===== src/rtl/lrg_pkg.sv =====
// Package: constants, codes, state and control types of the linear ramp generator.
`default_nettype none
package lrg_pkg;

    localparam int BLOCK_SIZE = 64;
    localparam int FRAC_BITS  = 18;

    // dividend width of the block step division: 32-bit level shifted up by FRAC_BITS
    localparam int DIV_W   = 32 + FRAC_BITS;
    localparam int DCNT_W  = $clog2(DIV_W);
    localparam int SCNT_W  = (BLOCK_SIZE > 1) ? $clog2(BLOCK_SIZE) : 1;
    localparam int CFG_IDX_W = 2;

    localparam logic [CFG_IDX_W-1:0] CFG_TICKS_PER_MS = 2'd0;
    localparam logic [CFG_IDX_W-1:0] CFG_ONE_OVER_N   = 2'd1;

    localparam logic [30:0] TICKS_PER_MS_RST = 31'd180634;
    localparam logic [30:0] ONE_OVER_N_RST   = 31'd4096;

    typedef enum logic [1:0] {
        OP_SET_TARGET = 2'd0,
        OP_SET_TIME   = 2'd1,
        OP_STOP       = 2'd2,
        OP_TICK       = 2'd3
    } op_t;

    typedef enum logic [3:0] {
        ST_IDLE,
        ST_MUL_N,
        ST_LOAD_N,
        ST_DIV,
        ST_DIV_FIN,
        ST_MUL_S,
        ST_LOAD_S,
        ST_PREP,
        ST_EMIT
    } state_t;

    typedef struct packed {
        logic accept;
        logic mul_n;
        logic load_n;
        logic div_step;
        logic div_fin;
        logic mul_s;
        logic load_s;
        logic prep;
        logic emit_beat;
    } ctrl_cmd_t;

    typedef struct packed {
        logic retarget;
        logic div_last;
        logic last_beat;
    } dp_status_t;

endpackage
`default_nettype wire


===== src/rtl/lrg_if.sv =====
// Interfaces: event input, sample output and configuration write channels.
`default_nettype none
interface lrg_in_if;
    logic               valid;
    logic               ready;
    logic [1:0]         op;
    logic signed [31:0] value;
    modport source (output valid, output op, output value, input ready);
    modport sink (input valid, input op, input value, output ready);
endinterface

interface lrg_out_if;
    logic               valid;
    logic               ready;
    logic signed [31:0] sample;
    logic               last;
    modport source (output valid, output sample, output last, input ready);
    modport sink (input valid, input sample, input last, output ready);
endinterface

interface lrg_cfg_if;
    logic                           valid;
    logic                           ready;
    logic [lrg_pkg::CFG_IDX_W-1:0]  index;
    logic [31:0]                    data;
    modport source (output valid, output index, output data, input ready);
    modport sink (input valid, input index, input data, output ready);
endinterface
`default_nettype wire


===== src/rtl/lrg_ctrl.sv =====
// Controller: sequences event decode, retarget math and block emission.
`default_nettype none
module lrg_ctrl (
    input  wire logic                clk,
    input  wire logic                rst_n,
    input  wire logic                din_valid,
    input  wire logic [1:0]          din_op,
    output logic                     din_ready,
    output logic                     dout_valid,
    input  wire logic                dout_ready,
    input  wire lrg_pkg::dp_status_t status,
    output lrg_pkg::ctrl_cmd_t       cmd
);

    lrg_pkg::state_t state_reg, state_next;

    always_ff @(posedge clk or negedge rst_n)
    begin
        if (!rst_n)
        begin
            state_reg <= lrg_pkg::ST_IDLE;
        end
        else
        begin
            state_reg <= state_next;
        end
    end

    always_comb
    begin
        state_next = state_reg;
        cmd        = '0;
        din_ready  = 1'b0;
        dout_valid = 1'b0;
        unique case (state_reg)
            lrg_pkg::ST_IDLE:
            begin
                din_ready = 1'b1;
                if (din_valid)
                begin
                    cmd.accept = 1'b1;
                    if (lrg_pkg::op_t'(din_op) == lrg_pkg::OP_TICK)
                    begin
                        state_next = status.retarget ? lrg_pkg::ST_MUL_N : lrg_pkg::ST_PREP;
                    end
                end
            end
            lrg_pkg::ST_MUL_N:
            begin
                cmd.mul_n  = 1'b1;
                state_next = lrg_pkg::ST_LOAD_N;
            end
            lrg_pkg::ST_LOAD_N:
            begin
                cmd.load_n = 1'b1;
                state_next = lrg_pkg::ST_DIV;
            end
            lrg_pkg::ST_DIV:
            begin
                cmd.div_step = 1'b1;
                if (status.div_last)
                begin
                    state_next = lrg_pkg::ST_DIV_FIN;
                end
            end
            lrg_pkg::ST_DIV_FIN:
            begin
                cmd.div_fin = 1'b1;
                state_next  = lrg_pkg::ST_MUL_S;
            end
            lrg_pkg::ST_MUL_S:
            begin
                cmd.mul_s  = 1'b1;
                state_next = lrg_pkg::ST_LOAD_S;
            end
            lrg_pkg::ST_LOAD_S:
            begin
                cmd.load_s = 1'b1;
                state_next = lrg_pkg::ST_PREP;
            end
            lrg_pkg::ST_PREP:
            begin
                cmd.prep   = 1'b1;
                state_next = lrg_pkg::ST_EMIT;
            end
            lrg_pkg::ST_EMIT:
            begin
                dout_valid = 1'b1;
                if (dout_ready)
                begin
                    cmd.emit_beat = 1'b1;
                    if (status.last_beat)
                    begin
                        state_next = lrg_pkg::ST_IDLE;
                    end
                end
            end
            default:
            begin
                state_next = lrg_pkg::ST_IDLE;
            end
        endcase
    end

endmodule
`default_nettype wire


===== src/rtl/lrg_dp.sv =====
// Datapath: ramp state, config registers, shared multiplier, serial divider, sample accumulator.
`default_nettype none
module lrg_dp (
    input  wire logic                            clk,
    input  wire logic                            rst_n,
    input  wire lrg_pkg::ctrl_cmd_t              cmd,
    output lrg_pkg::dp_status_t                  status,
    input  wire logic [1:0]                      din_op,
    input  wire logic [31:0]                     din_value,
    input  wire logic                            cfg_we,
    input  wire logic [lrg_pkg::CFG_IDX_W-1:0]   cfg_index,
    input  wire logic [31:0]                     cfg_data,
    output logic [31:0]                          sample,
    output logic                                 last
);

    localparam int FB = lrg_pkg::FRAC_BITS;
    localparam int DW = lrg_pkg::DIV_W;

    logic [30:0] ticks_reg;
    logic [30:0] oon_reg;
    logic [31:0] target_reg;
    logic [31:0] current_reg;
    logic [31:0] block_step_reg;
    logic [31:0] sample_step_reg;
    logic [31:0] blocks_left_reg;
    logic [31:0] armed_reg;
    logic [31:0] pending_reg;
    logic        retarget_reg;

    logic [63:0]                    prod_reg;
    logic [31:0]                    rem_reg;
    logic [DW-1:0]                  quo_reg;
    logic [31:0]                    den_reg;
    logic                           qneg_reg;
    logic [lrg_pkg::DCNT_W-1:0]     dcnt_reg;
    logic [31:0]                    acc_reg;
    logic                           ramp_reg;
    logic [lrg_pkg::SCNT_W-1:0]     scnt_reg;

    logic signed [31:0] mul_x;
    logic signed [31:0] mul_y;
    logic signed [63:0] prod;
    logic [31:0]        n_raw;
    logic [31:0]        n_val;
    logic [31:0]        diff;
    logic [DW-1:0]      num;
    logic [DW-1:0]      num_mag;
    logic [31:0]        den_mag;
    logic [32:0]        trial;
    logic [32:0]        trial_sub;
    logic               trial_ge;
    logic [31:0]        quo_low;

    // one multiplier shared by block count and per-sample step
    assign mul_x = cmd.mul_s ? $signed(block_step_reg) : $signed(armed_reg);
    assign mul_y = cmd.mul_s ? $signed({1'b0, oon_reg}) : $signed({1'b0, ticks_reg});
    assign prod  = mul_x * mul_y;

    assign n_raw   = prod_reg[FB+31:FB];
    assign n_val   = (n_raw == 32'd0) ? (32'd1 << FB) : n_raw;
    assign diff    = target_reg - current_reg;
    assign num     = {diff, {FB{1'b0}}};
    assign num_mag = diff[31] ? (~num + {{(DW-1){1'b0}}, 1'b1}) : num;
    assign den_mag = n_val[31] ? (~n_val + 32'd1) : n_val;

    // restoring divide, one quotient bit per cycle
    assign trial     = {rem_reg, quo_reg[DW-1]};
    assign trial_sub = trial - {1'b0, den_reg};
    assign trial_ge  = (trial >= {1'b0, den_reg});
    assign quo_low   = quo_reg[31:0];

    assign status.retarget  = retarget_reg;
    assign status.div_last  = (dcnt_reg == lrg_pkg::DCNT_W'(DW - 1));
    assign status.last_beat = (scnt_reg == lrg_pkg::SCNT_W'(lrg_pkg::BLOCK_SIZE - 1));

    assign sample = acc_reg;
    assign last   = status.last_beat;

    always_ff @(posedge clk or negedge rst_n)
    begin
        if (!rst_n)
        begin
            ticks_reg       <= lrg_pkg::TICKS_PER_MS_RST;
            oon_reg         <= lrg_pkg::ONE_OVER_N_RST;
            target_reg      <= '0;
            current_reg     <= '0;
            block_step_reg  <= '0;
            sample_step_reg <= '0;
            blocks_left_reg <= '0;
            armed_reg       <= '0;
            pending_reg     <= '0;
            retarget_reg    <= 1'b0;
            dcnt_reg        <= '0;
            scnt_reg        <= '0;
            ramp_reg        <= 1'b0;
        end
        else
        begin
            if (cfg_we)
            begin
                if (cfg_index == lrg_pkg::CFG_TICKS_PER_MS)
                begin
                    ticks_reg <= cfg_data[30:0];
                end
                else if (cfg_index == lrg_pkg::CFG_ONE_OVER_N)
                begin
                    oon_reg <= cfg_data[30:0];
                end
            end

            if (cmd.accept)
            begin
                unique case (lrg_pkg::op_t'(din_op))
                    lrg_pkg::OP_SET_TIME:
                    begin
                        pending_reg <= din_value;
                    end
                    lrg_pkg::OP_SET_TARGET:
                    begin
                        target_reg <= din_value;
                        if (pending_reg[31] || (pending_reg == 32'd0))
                        begin
                            current_reg     <= din_value;
                            blocks_left_reg <= '0;
                            retarget_reg    <= 1'b0;
                        end
                        else
                        begin
                            retarget_reg <= 1'b1;
                            armed_reg    <= pending_reg;
                            pending_reg  <= '0;
                        end
                    end
                    lrg_pkg::OP_STOP:
                    begin
                        target_reg      <= current_reg;
                        blocks_left_reg <= '0;
                        retarget_reg    <= 1'b0;
                    end
                    lrg_pkg::OP_TICK:
                    begin
                        scnt_reg <= '0;
                    end
                    default:
                    begin
                        scnt_reg <= '0;
                    end
                endcase
            end

            if (cmd.load_n)
            begin
                blocks_left_reg <= {{FB{n_val[31]}}, n_val[31:FB]};
                retarget_reg    <= 1'b0;
                dcnt_reg        <= '0;
            end

            if (cmd.div_step)
            begin
                dcnt_reg <= dcnt_reg + lrg_pkg::DCNT_W'(1);
            end

            if (cmd.div_fin)
            begin
                block_step_reg <= qneg_reg ? (~quo_low + 32'd1) : quo_low;
            end

            if (cmd.load_s)
            begin
                sample_step_reg <= prod_reg[FB+31:FB];
            end

            if (cmd.prep)
            begin
                ramp_reg <= (blocks_left_reg != 32'd0);
                scnt_reg <= '0;
                if (blocks_left_reg == 32'd0)
                begin
                    current_reg <= target_reg;
                end
            end

            if (cmd.emit_beat)
            begin
                scnt_reg <= scnt_reg + lrg_pkg::SCNT_W'(1);
                if (status.last_beat && ramp_reg)
                begin
                    current_reg     <= current_reg + block_step_reg;
                    blocks_left_reg <= blocks_left_reg - 32'd1;
                end
            end
        end
    end

    // arithmetic payload registers
    always_ff @(posedge clk)
    begin
        if (cmd.mul_n || cmd.mul_s)
        begin
            prod_reg <= prod;
        end

        if (cmd.load_n)
        begin
            rem_reg  <= '0;
            quo_reg  <= num_mag;
            den_reg  <= den_mag;
            qneg_reg <= diff[31] ^ n_val[31];
        end
        else if (cmd.div_step)
        begin
            rem_reg <= trial_ge ? trial_sub[31:0] : trial[31:0];
            quo_reg <= {quo_reg[DW-2:0], trial_ge};
        end

        if (cmd.prep)
        begin
            acc_reg <= (blocks_left_reg != 32'd0) ? current_reg : target_reg;
        end
        else if (cmd.emit_beat && ramp_reg)
        begin
            acc_reg <= acc_reg + sample_step_reg;
        end
    end

endmodule
`default_nettype wire


===== src/rtl/linear_ramp_generator_top.sv =====
// Top level: linear ramp generator with event input, sample output and config write channels.
//
// Usage:
//   din carries events (op, value); dout carries samples with a last flag;
//   cfg writes ticks_per_ms (index 0) and one_over_n (index 1), always ready,
//   other indexes are ignored. Write config only while the block is idle.
// Timing:
//   set_target, set_time and stop produce no beats.
//   A tick produces BLOCK_SIZE beats, the final one with last set. A plain
//   tick passes through the prep state before its first beat. A tick that
//   starts a new ramp first runs the block-count multiply, a one-bit-per-
//   cycle divide of the 32+FRAC_BITS-bit dividend and the sample-step
//   multiply, then the prep state, before the first beat.
//   Events are taken one at a time; din is not ready while a block is emitted.
// Reset:
//   Levels, steps and counters clear; config returns to its default values.
// Stall:
//   When dout is not ready the current beat holds and emission pauses.
`default_nettype none
module linear_ramp_generator_top (
    input wire logic  clk,
    input wire logic  rst_n,
    lrg_in_if.sink    din,
    lrg_out_if.source dout,
    lrg_cfg_if.sink   cfg
);

    lrg_pkg::ctrl_cmd_t  cmd;
    lrg_pkg::dp_status_t status;
    logic [31:0]         sample_bits;

    assign cfg.ready = 1'b1;

    lrg_ctrl u_ctrl (
        .clk        (clk),
        .rst_n      (rst_n),
        .din_valid  (din.valid),
        .din_op     (din.op),
        .din_ready  (din.ready),
        .dout_valid (dout.valid),
        .dout_ready (dout.ready),
        .status     (status),
        .cmd        (cmd)
    );

    lrg_dp u_dp (
        .clk       (clk),
        .rst_n     (rst_n),
        .cmd       (cmd),
        .status    (status),
        .din_op    (din.op),
        .din_value (din.value),
        .cfg_we    (cfg.valid),
        .cfg_index (cfg.index),
        .cfg_data  (cfg.data),
        .sample    (sample_bits),
        .last      (dout.last)
    );

    assign dout.sample = $signed(sample_bits);

endmodule
`default_nettype wire

===== src/flat_wrapper.sv =====
// flat-port wrapper written by rule: the top's interface ports become plain ports
module linear_ramp_generator_top_flat 
  (clk, rst_n, din_valid, din_op, din_value, din_ready, dout_valid, dout_sample, dout_last, dout_ready, cfg_valid, cfg_index, cfg_data, cfg_ready);
  lrg_in_if din_i ();
  lrg_out_if dout_i ();
  lrg_cfg_if cfg_i ();
  input wire logic clk;
  input wire logic rst_n;
  input wire logic [$bits(din_i.valid)-1:0] din_valid;
  input wire logic [$bits(din_i.op)-1:0] din_op;
  input wire logic [$bits(din_i.value)-1:0] din_value;
  output wire logic [$bits(din_i.ready)-1:0] din_ready;
  output wire logic [$bits(dout_i.valid)-1:0] dout_valid;
  output wire logic [$bits(dout_i.sample)-1:0] dout_sample;
  output wire logic [$bits(dout_i.last)-1:0] dout_last;
  input wire logic [$bits(dout_i.ready)-1:0] dout_ready;
  input wire logic [$bits(cfg_i.valid)-1:0] cfg_valid;
  input wire logic [$bits(cfg_i.index)-1:0] cfg_index;
  input wire logic [$bits(cfg_i.data)-1:0] cfg_data;
  output wire logic [$bits(cfg_i.ready)-1:0] cfg_ready;
  assign din_i.valid = din_valid;
  assign din_i.op = din_op;
  assign din_i.value = din_value;
  assign din_ready = din_i.ready;
  assign dout_valid = dout_i.valid;
  assign dout_sample = dout_i.sample;
  assign dout_last = dout_i.last;
  assign dout_i.ready = dout_ready;
  assign cfg_i.valid = cfg_valid;
  assign cfg_i.index = cfg_index;
  assign cfg_i.data = cfg_data;
  assign cfg_ready = cfg_i.ready;
  linear_ramp_generator_top u_core (.clk(clk), .rst_n(rst_n), .din(din_i), .dout(dout_i), .cfg(cfg_i));
endmodule

===== config.mk =====
export PLATFORM = sky130hd
export DESIGN_NAME = linear_ramp_generator_top_flat
export DESIGN_NICKNAME = d
export VERILOG_FILES = /design/src/rtl/lrg_pkg.sv /design/src/rtl/lrg_if.sv /design/src/rtl/lrg_ctrl.sv /design/src/rtl/lrg_dp.sv /design/src/rtl/linear_ramp_generator_top.sv /design/src/flat_wrapper.sv
export SDC_FILE = /design/constraint.sdc
export NUM_CORES = 2
export LEC_CHECK = 0
export BUFFER_PORTS_ARGS = -buffer_cell sky130_fd_sc_hd__buf_2
export CORE_MARGIN = 5
export CORE_UTILIZATION = 50
export DETAILED_ROUTE_END_ITERATION = 10
export GPL_TIMING_DRIVEN = 0
export PLACE_DENSITY = 0.66
export SKIP_LAST_GASP = 1
export SYNTH_ARGS = -nofsm -noshare
export SYNTH_HDL_FRONTEND = slang
export SYNTH_SLANG_ARGS = --single-unit

===== constraint.sdc =====
create_clock -name clk -period 17 [get_ports clk]
set_input_delay 0.85 -clock clk [delete_from_list [all_inputs] [get_ports clk]]
set_output_delay 0.85 -clock clk [all_outputs]
set_load 0.01 [all_outputs]

==> metrics.md <==
| Metric | Value |
|---|---|
| Antenna violations before repair | 15 |
| Met2 routed WL | 96.4 mm |
| CP startpoint kind | flip-flop |
| Non-filler cells, final | 7885 |
| Biggest area consumer among synthesized cells | fa_1 |
| Hold Buf Count CTS | 0 |
| Chip height | 348 µm |
| CP Launch Point | u_core.u_ctrl.state_reg[3] |
| Cts bufs inserted | 57 |
| Chip Width | 348 µm |
| Crit path DAT | 13910 ps |
| WL met1 | 82.5 mm |
| Setup crit end kind | flip-flop |
| # setup viols final | 0 |
| Slew @ Worst Pin | 1530 ps |
| Drc violations | 0 |
| Via count | 46300 |
| Input/output buffers | 106 |
| Final WL | 214 mm |
| Dpl hpwl | 176 mm |
| Max-slew headroom | -0.0491 |
| FFs w/ async S/R, synth | 0.629 |
| Mapped Area | 57000 µm² |
| Post-CTS Setup Inserts | 0 |
| Clock insertion delay at the later pin of the skew report | 700 ps |
| Clk_skew | 54.9 ps |
| DIE AREA | 121000 µm² |
| Most frequent cells in the layout | inv_1 (945), fa_1 (863), nor2_1 (813) |
| Layout area overhead | 8.69% |
| Worst path most repeated cell | fa_1 |
| Setup crit end | u_core.u_dp.prod_reg[49] |
| CTS tree | done |
| Syn. warnings | 0 |
| Initial Util | 0.505 |
| FILL cells | 10400 |
| Crit-path leading delay family | adder cells |
| Starting DRC count in detailed routing | 4303 |
| Flops & latches, synth | 483 |
| R2r worst-path depth | 35 |
| Hold/Removal Path Class | input pin to asynchronous set/reset pin |
| Clock period minus worst slack | 13550 ps |
| Peak Freq | 0.0738 GHz |
| Mapped Cells | 6142 |
| Final Cycle Share | 0.797 |
| Max reg flops | 50 |
| Num Clock Sinks | 483 |
| Synth cell types | 99 |
| H-tree depth | 2 |
| Outcome | finished, violations left |
| Vias per cell | 5.87 |
| Core area | 113000 µm² |
| GR Overflow Total | 0 |
| Seq/Total Area, Yosys | 0.223 |
| Routed Antenna Nets | 0 |
| Top Ports | 109 |
| Largest fanout on the critical path | 10 |
| Row count | 123 |
| Slowest stage cell, crit path | buf_1 |
| Crit Path Category | flip-flop to flip-flop |
| Synth top area cells | fa_1 (30%), dfrtp_1 (13%), edfxtp_1 (7.8%) |
| DR WL met3 | 18.7 mm |
| Max cap viols | 1 |
| Final net count | 7551 |
| TritonRoute pass-1 iters | 8 |
| EDFF count, synth | 147 |
| Critical R2R Launch | u_core.u_ctrl.state_reg[3] |
| Pins over their slew limit | 5 |
| Gpl congestion | 1.03 |
| Crit path required time | 17360 ps |
| Reg2reg end | u_core.u_dp.prod_reg[49] |
| Clk buf depth | 3 |
| Clk Tree Root Cell | clkbuf_16 |
| Hold_ws | 174 ps |
| RSZ-0062 raised after global routing | false |
| Largest net degree at the start of global routing | 116 |
| Critical Path Stages | 35 |
| Gr usage total | 0.350 |
| Post-synth top area share | 0.303 |
| Buf/Inv on CP | 9 |
| Dpl cells | 7768 |
| Failing checks | max-capacitance violations, max-slew violations |
| Post-synth top flop | dfrtp_1 |
| Vias in the first global route | 46900 |
| Post-layout util | 0.549 |
| Uppermost layer routed | met5 |
| Synthesized area per cell | 9.27 µm² |
| Layout cells sized above 1 | 0.0839 |
| First-pass GRT wire length | 311 mm |
| Worst-path clk slew | 70 ps |
| Slowest stage delay, CP | 1090 ps |
| Commonest non-fill, non-tap cell in the layout | inv_1 |
| Setup TNS Final | 0 ps |
| R2R setup slack | 3450 ps |
| Final Hold Viols | 0 |
| Drt wl/cell | 27.1 µm |
| Syn Nets | 7366 |
| Post-CTS Resized | 0 |
## per-stage QoR
stage / area (µm²) / setup slack [ps]
after detailed placement: 59700 / 3820
after CTS: 61900 / 3780
after global placement: 59400 / 3470
after global routing: 61900 / 3330
after floorplan: 57000 / 7540
final: 61900 / 3450
## synth_stat cells, types with 18 or more instances
library cell / count
inv_1: 946
fa_1: 863
nor2_1: 813
nand2_1: 679
dfrtp_1: 295
ha_1: 288
o21ai_0: 278
a21oi_1: 234
clkbuf_1: 231
mux2_2: 183
xnor2_1: 158
edfxtp_1: 147
mux2i_1: 112
xor2_1: 90
o211ai_1: 56
a21o_1: 55
nand2b_1: 51
nand3_1: 50
nor3_1: 49
dfxtp_1: 32
or3_1: 32
o21ai_1: 31
and2_1: 29
nor2b_1: 28
o31ai_1: 28
nand4_1: 25
a31oi_1: 24
buf_2: 24
o21a_1: 21
buf_1: 18
nor4_1: 18
## area by class of cell
| type | count | area, µm² | share of cell area |
|---|---|---|---|
| multi-input cells | 4434 | 39700 | 0.641 |
| clock inverters | 40 | 577 | 0.00932 |
| inverters | 947 | 3550 | 0.0574 |
| clock buffers | 68 | 1570 | 0.0254 |
| plain buffers | 278 | 1110 | 0.0179 |
| flip-flops and latches | 483 | 12700 | 0.205 |
| repair buffers | 126 | 831 | 0.0134 |
| well taps | 1500 | 1880 | 0.0303 |
| diodes | 9 | 22.5 | 0.000364 |
## worst min path at each step
stage,from,end
6_report,rst_n,u_core.u_dp.target_reg[26]
5_1_grt,rst_n,u_core.u_dp.target_reg[24]
4_1_cts,rst_n,u_core.u_dp.target_reg[27]
3_5_place_dp,u_core.u_dp.rem_reg[12],u_core.u_dp.rem_reg[12]
3_3_place_gp,u_core.u_dp.rem_reg[21],u_core.u_dp.rem_reg[21]
2_1_floorplan,u_core.u_dp.rem_reg[31],u_core.u_dp.rem_reg[31]
## metal layers
layer  vias up  GRT usage
li1      20000          -
met1     23400      0.448
met5         -          0
met4         2      0.207
met2      2269      0.559
met3       594     0.0668
## kinds of logic (layout without fill, tap and decap cells)
kind of cell | Yosys count | after routing | synth area share
mux | 295 | 295 | 0.0559
xor+xnor | 248 | 248 | 0.0381
simple gates | 1860 | 1860 | 0.140
buf+inv | 1225 | 1459 | 0.0818
fa+ha+maj | 1151 | 1151 | 0.367
other cells | 1 | 10 | 0.0000658
compound gates | 879 | 879 | 0.0951
flops | 483 | 483 | 0.223
## worst reg2reg max path, delay by kind of cell, from the launching register on
family,cells,cell delay (ps)
AO/OA/AOI/OAI,11,2440
XOR/XNOR,1,310
AND/OR/NAND/NOR,4,750
multiplexers,1,980
flip-flops,1,360
buffers and inverters,9,3930
adder cells (fa/ha/maj),9,4450
Power is left out: the tool's default activity adds up to more than one toggle a clock period on the data nets, which glitch-free logic cannot reach.
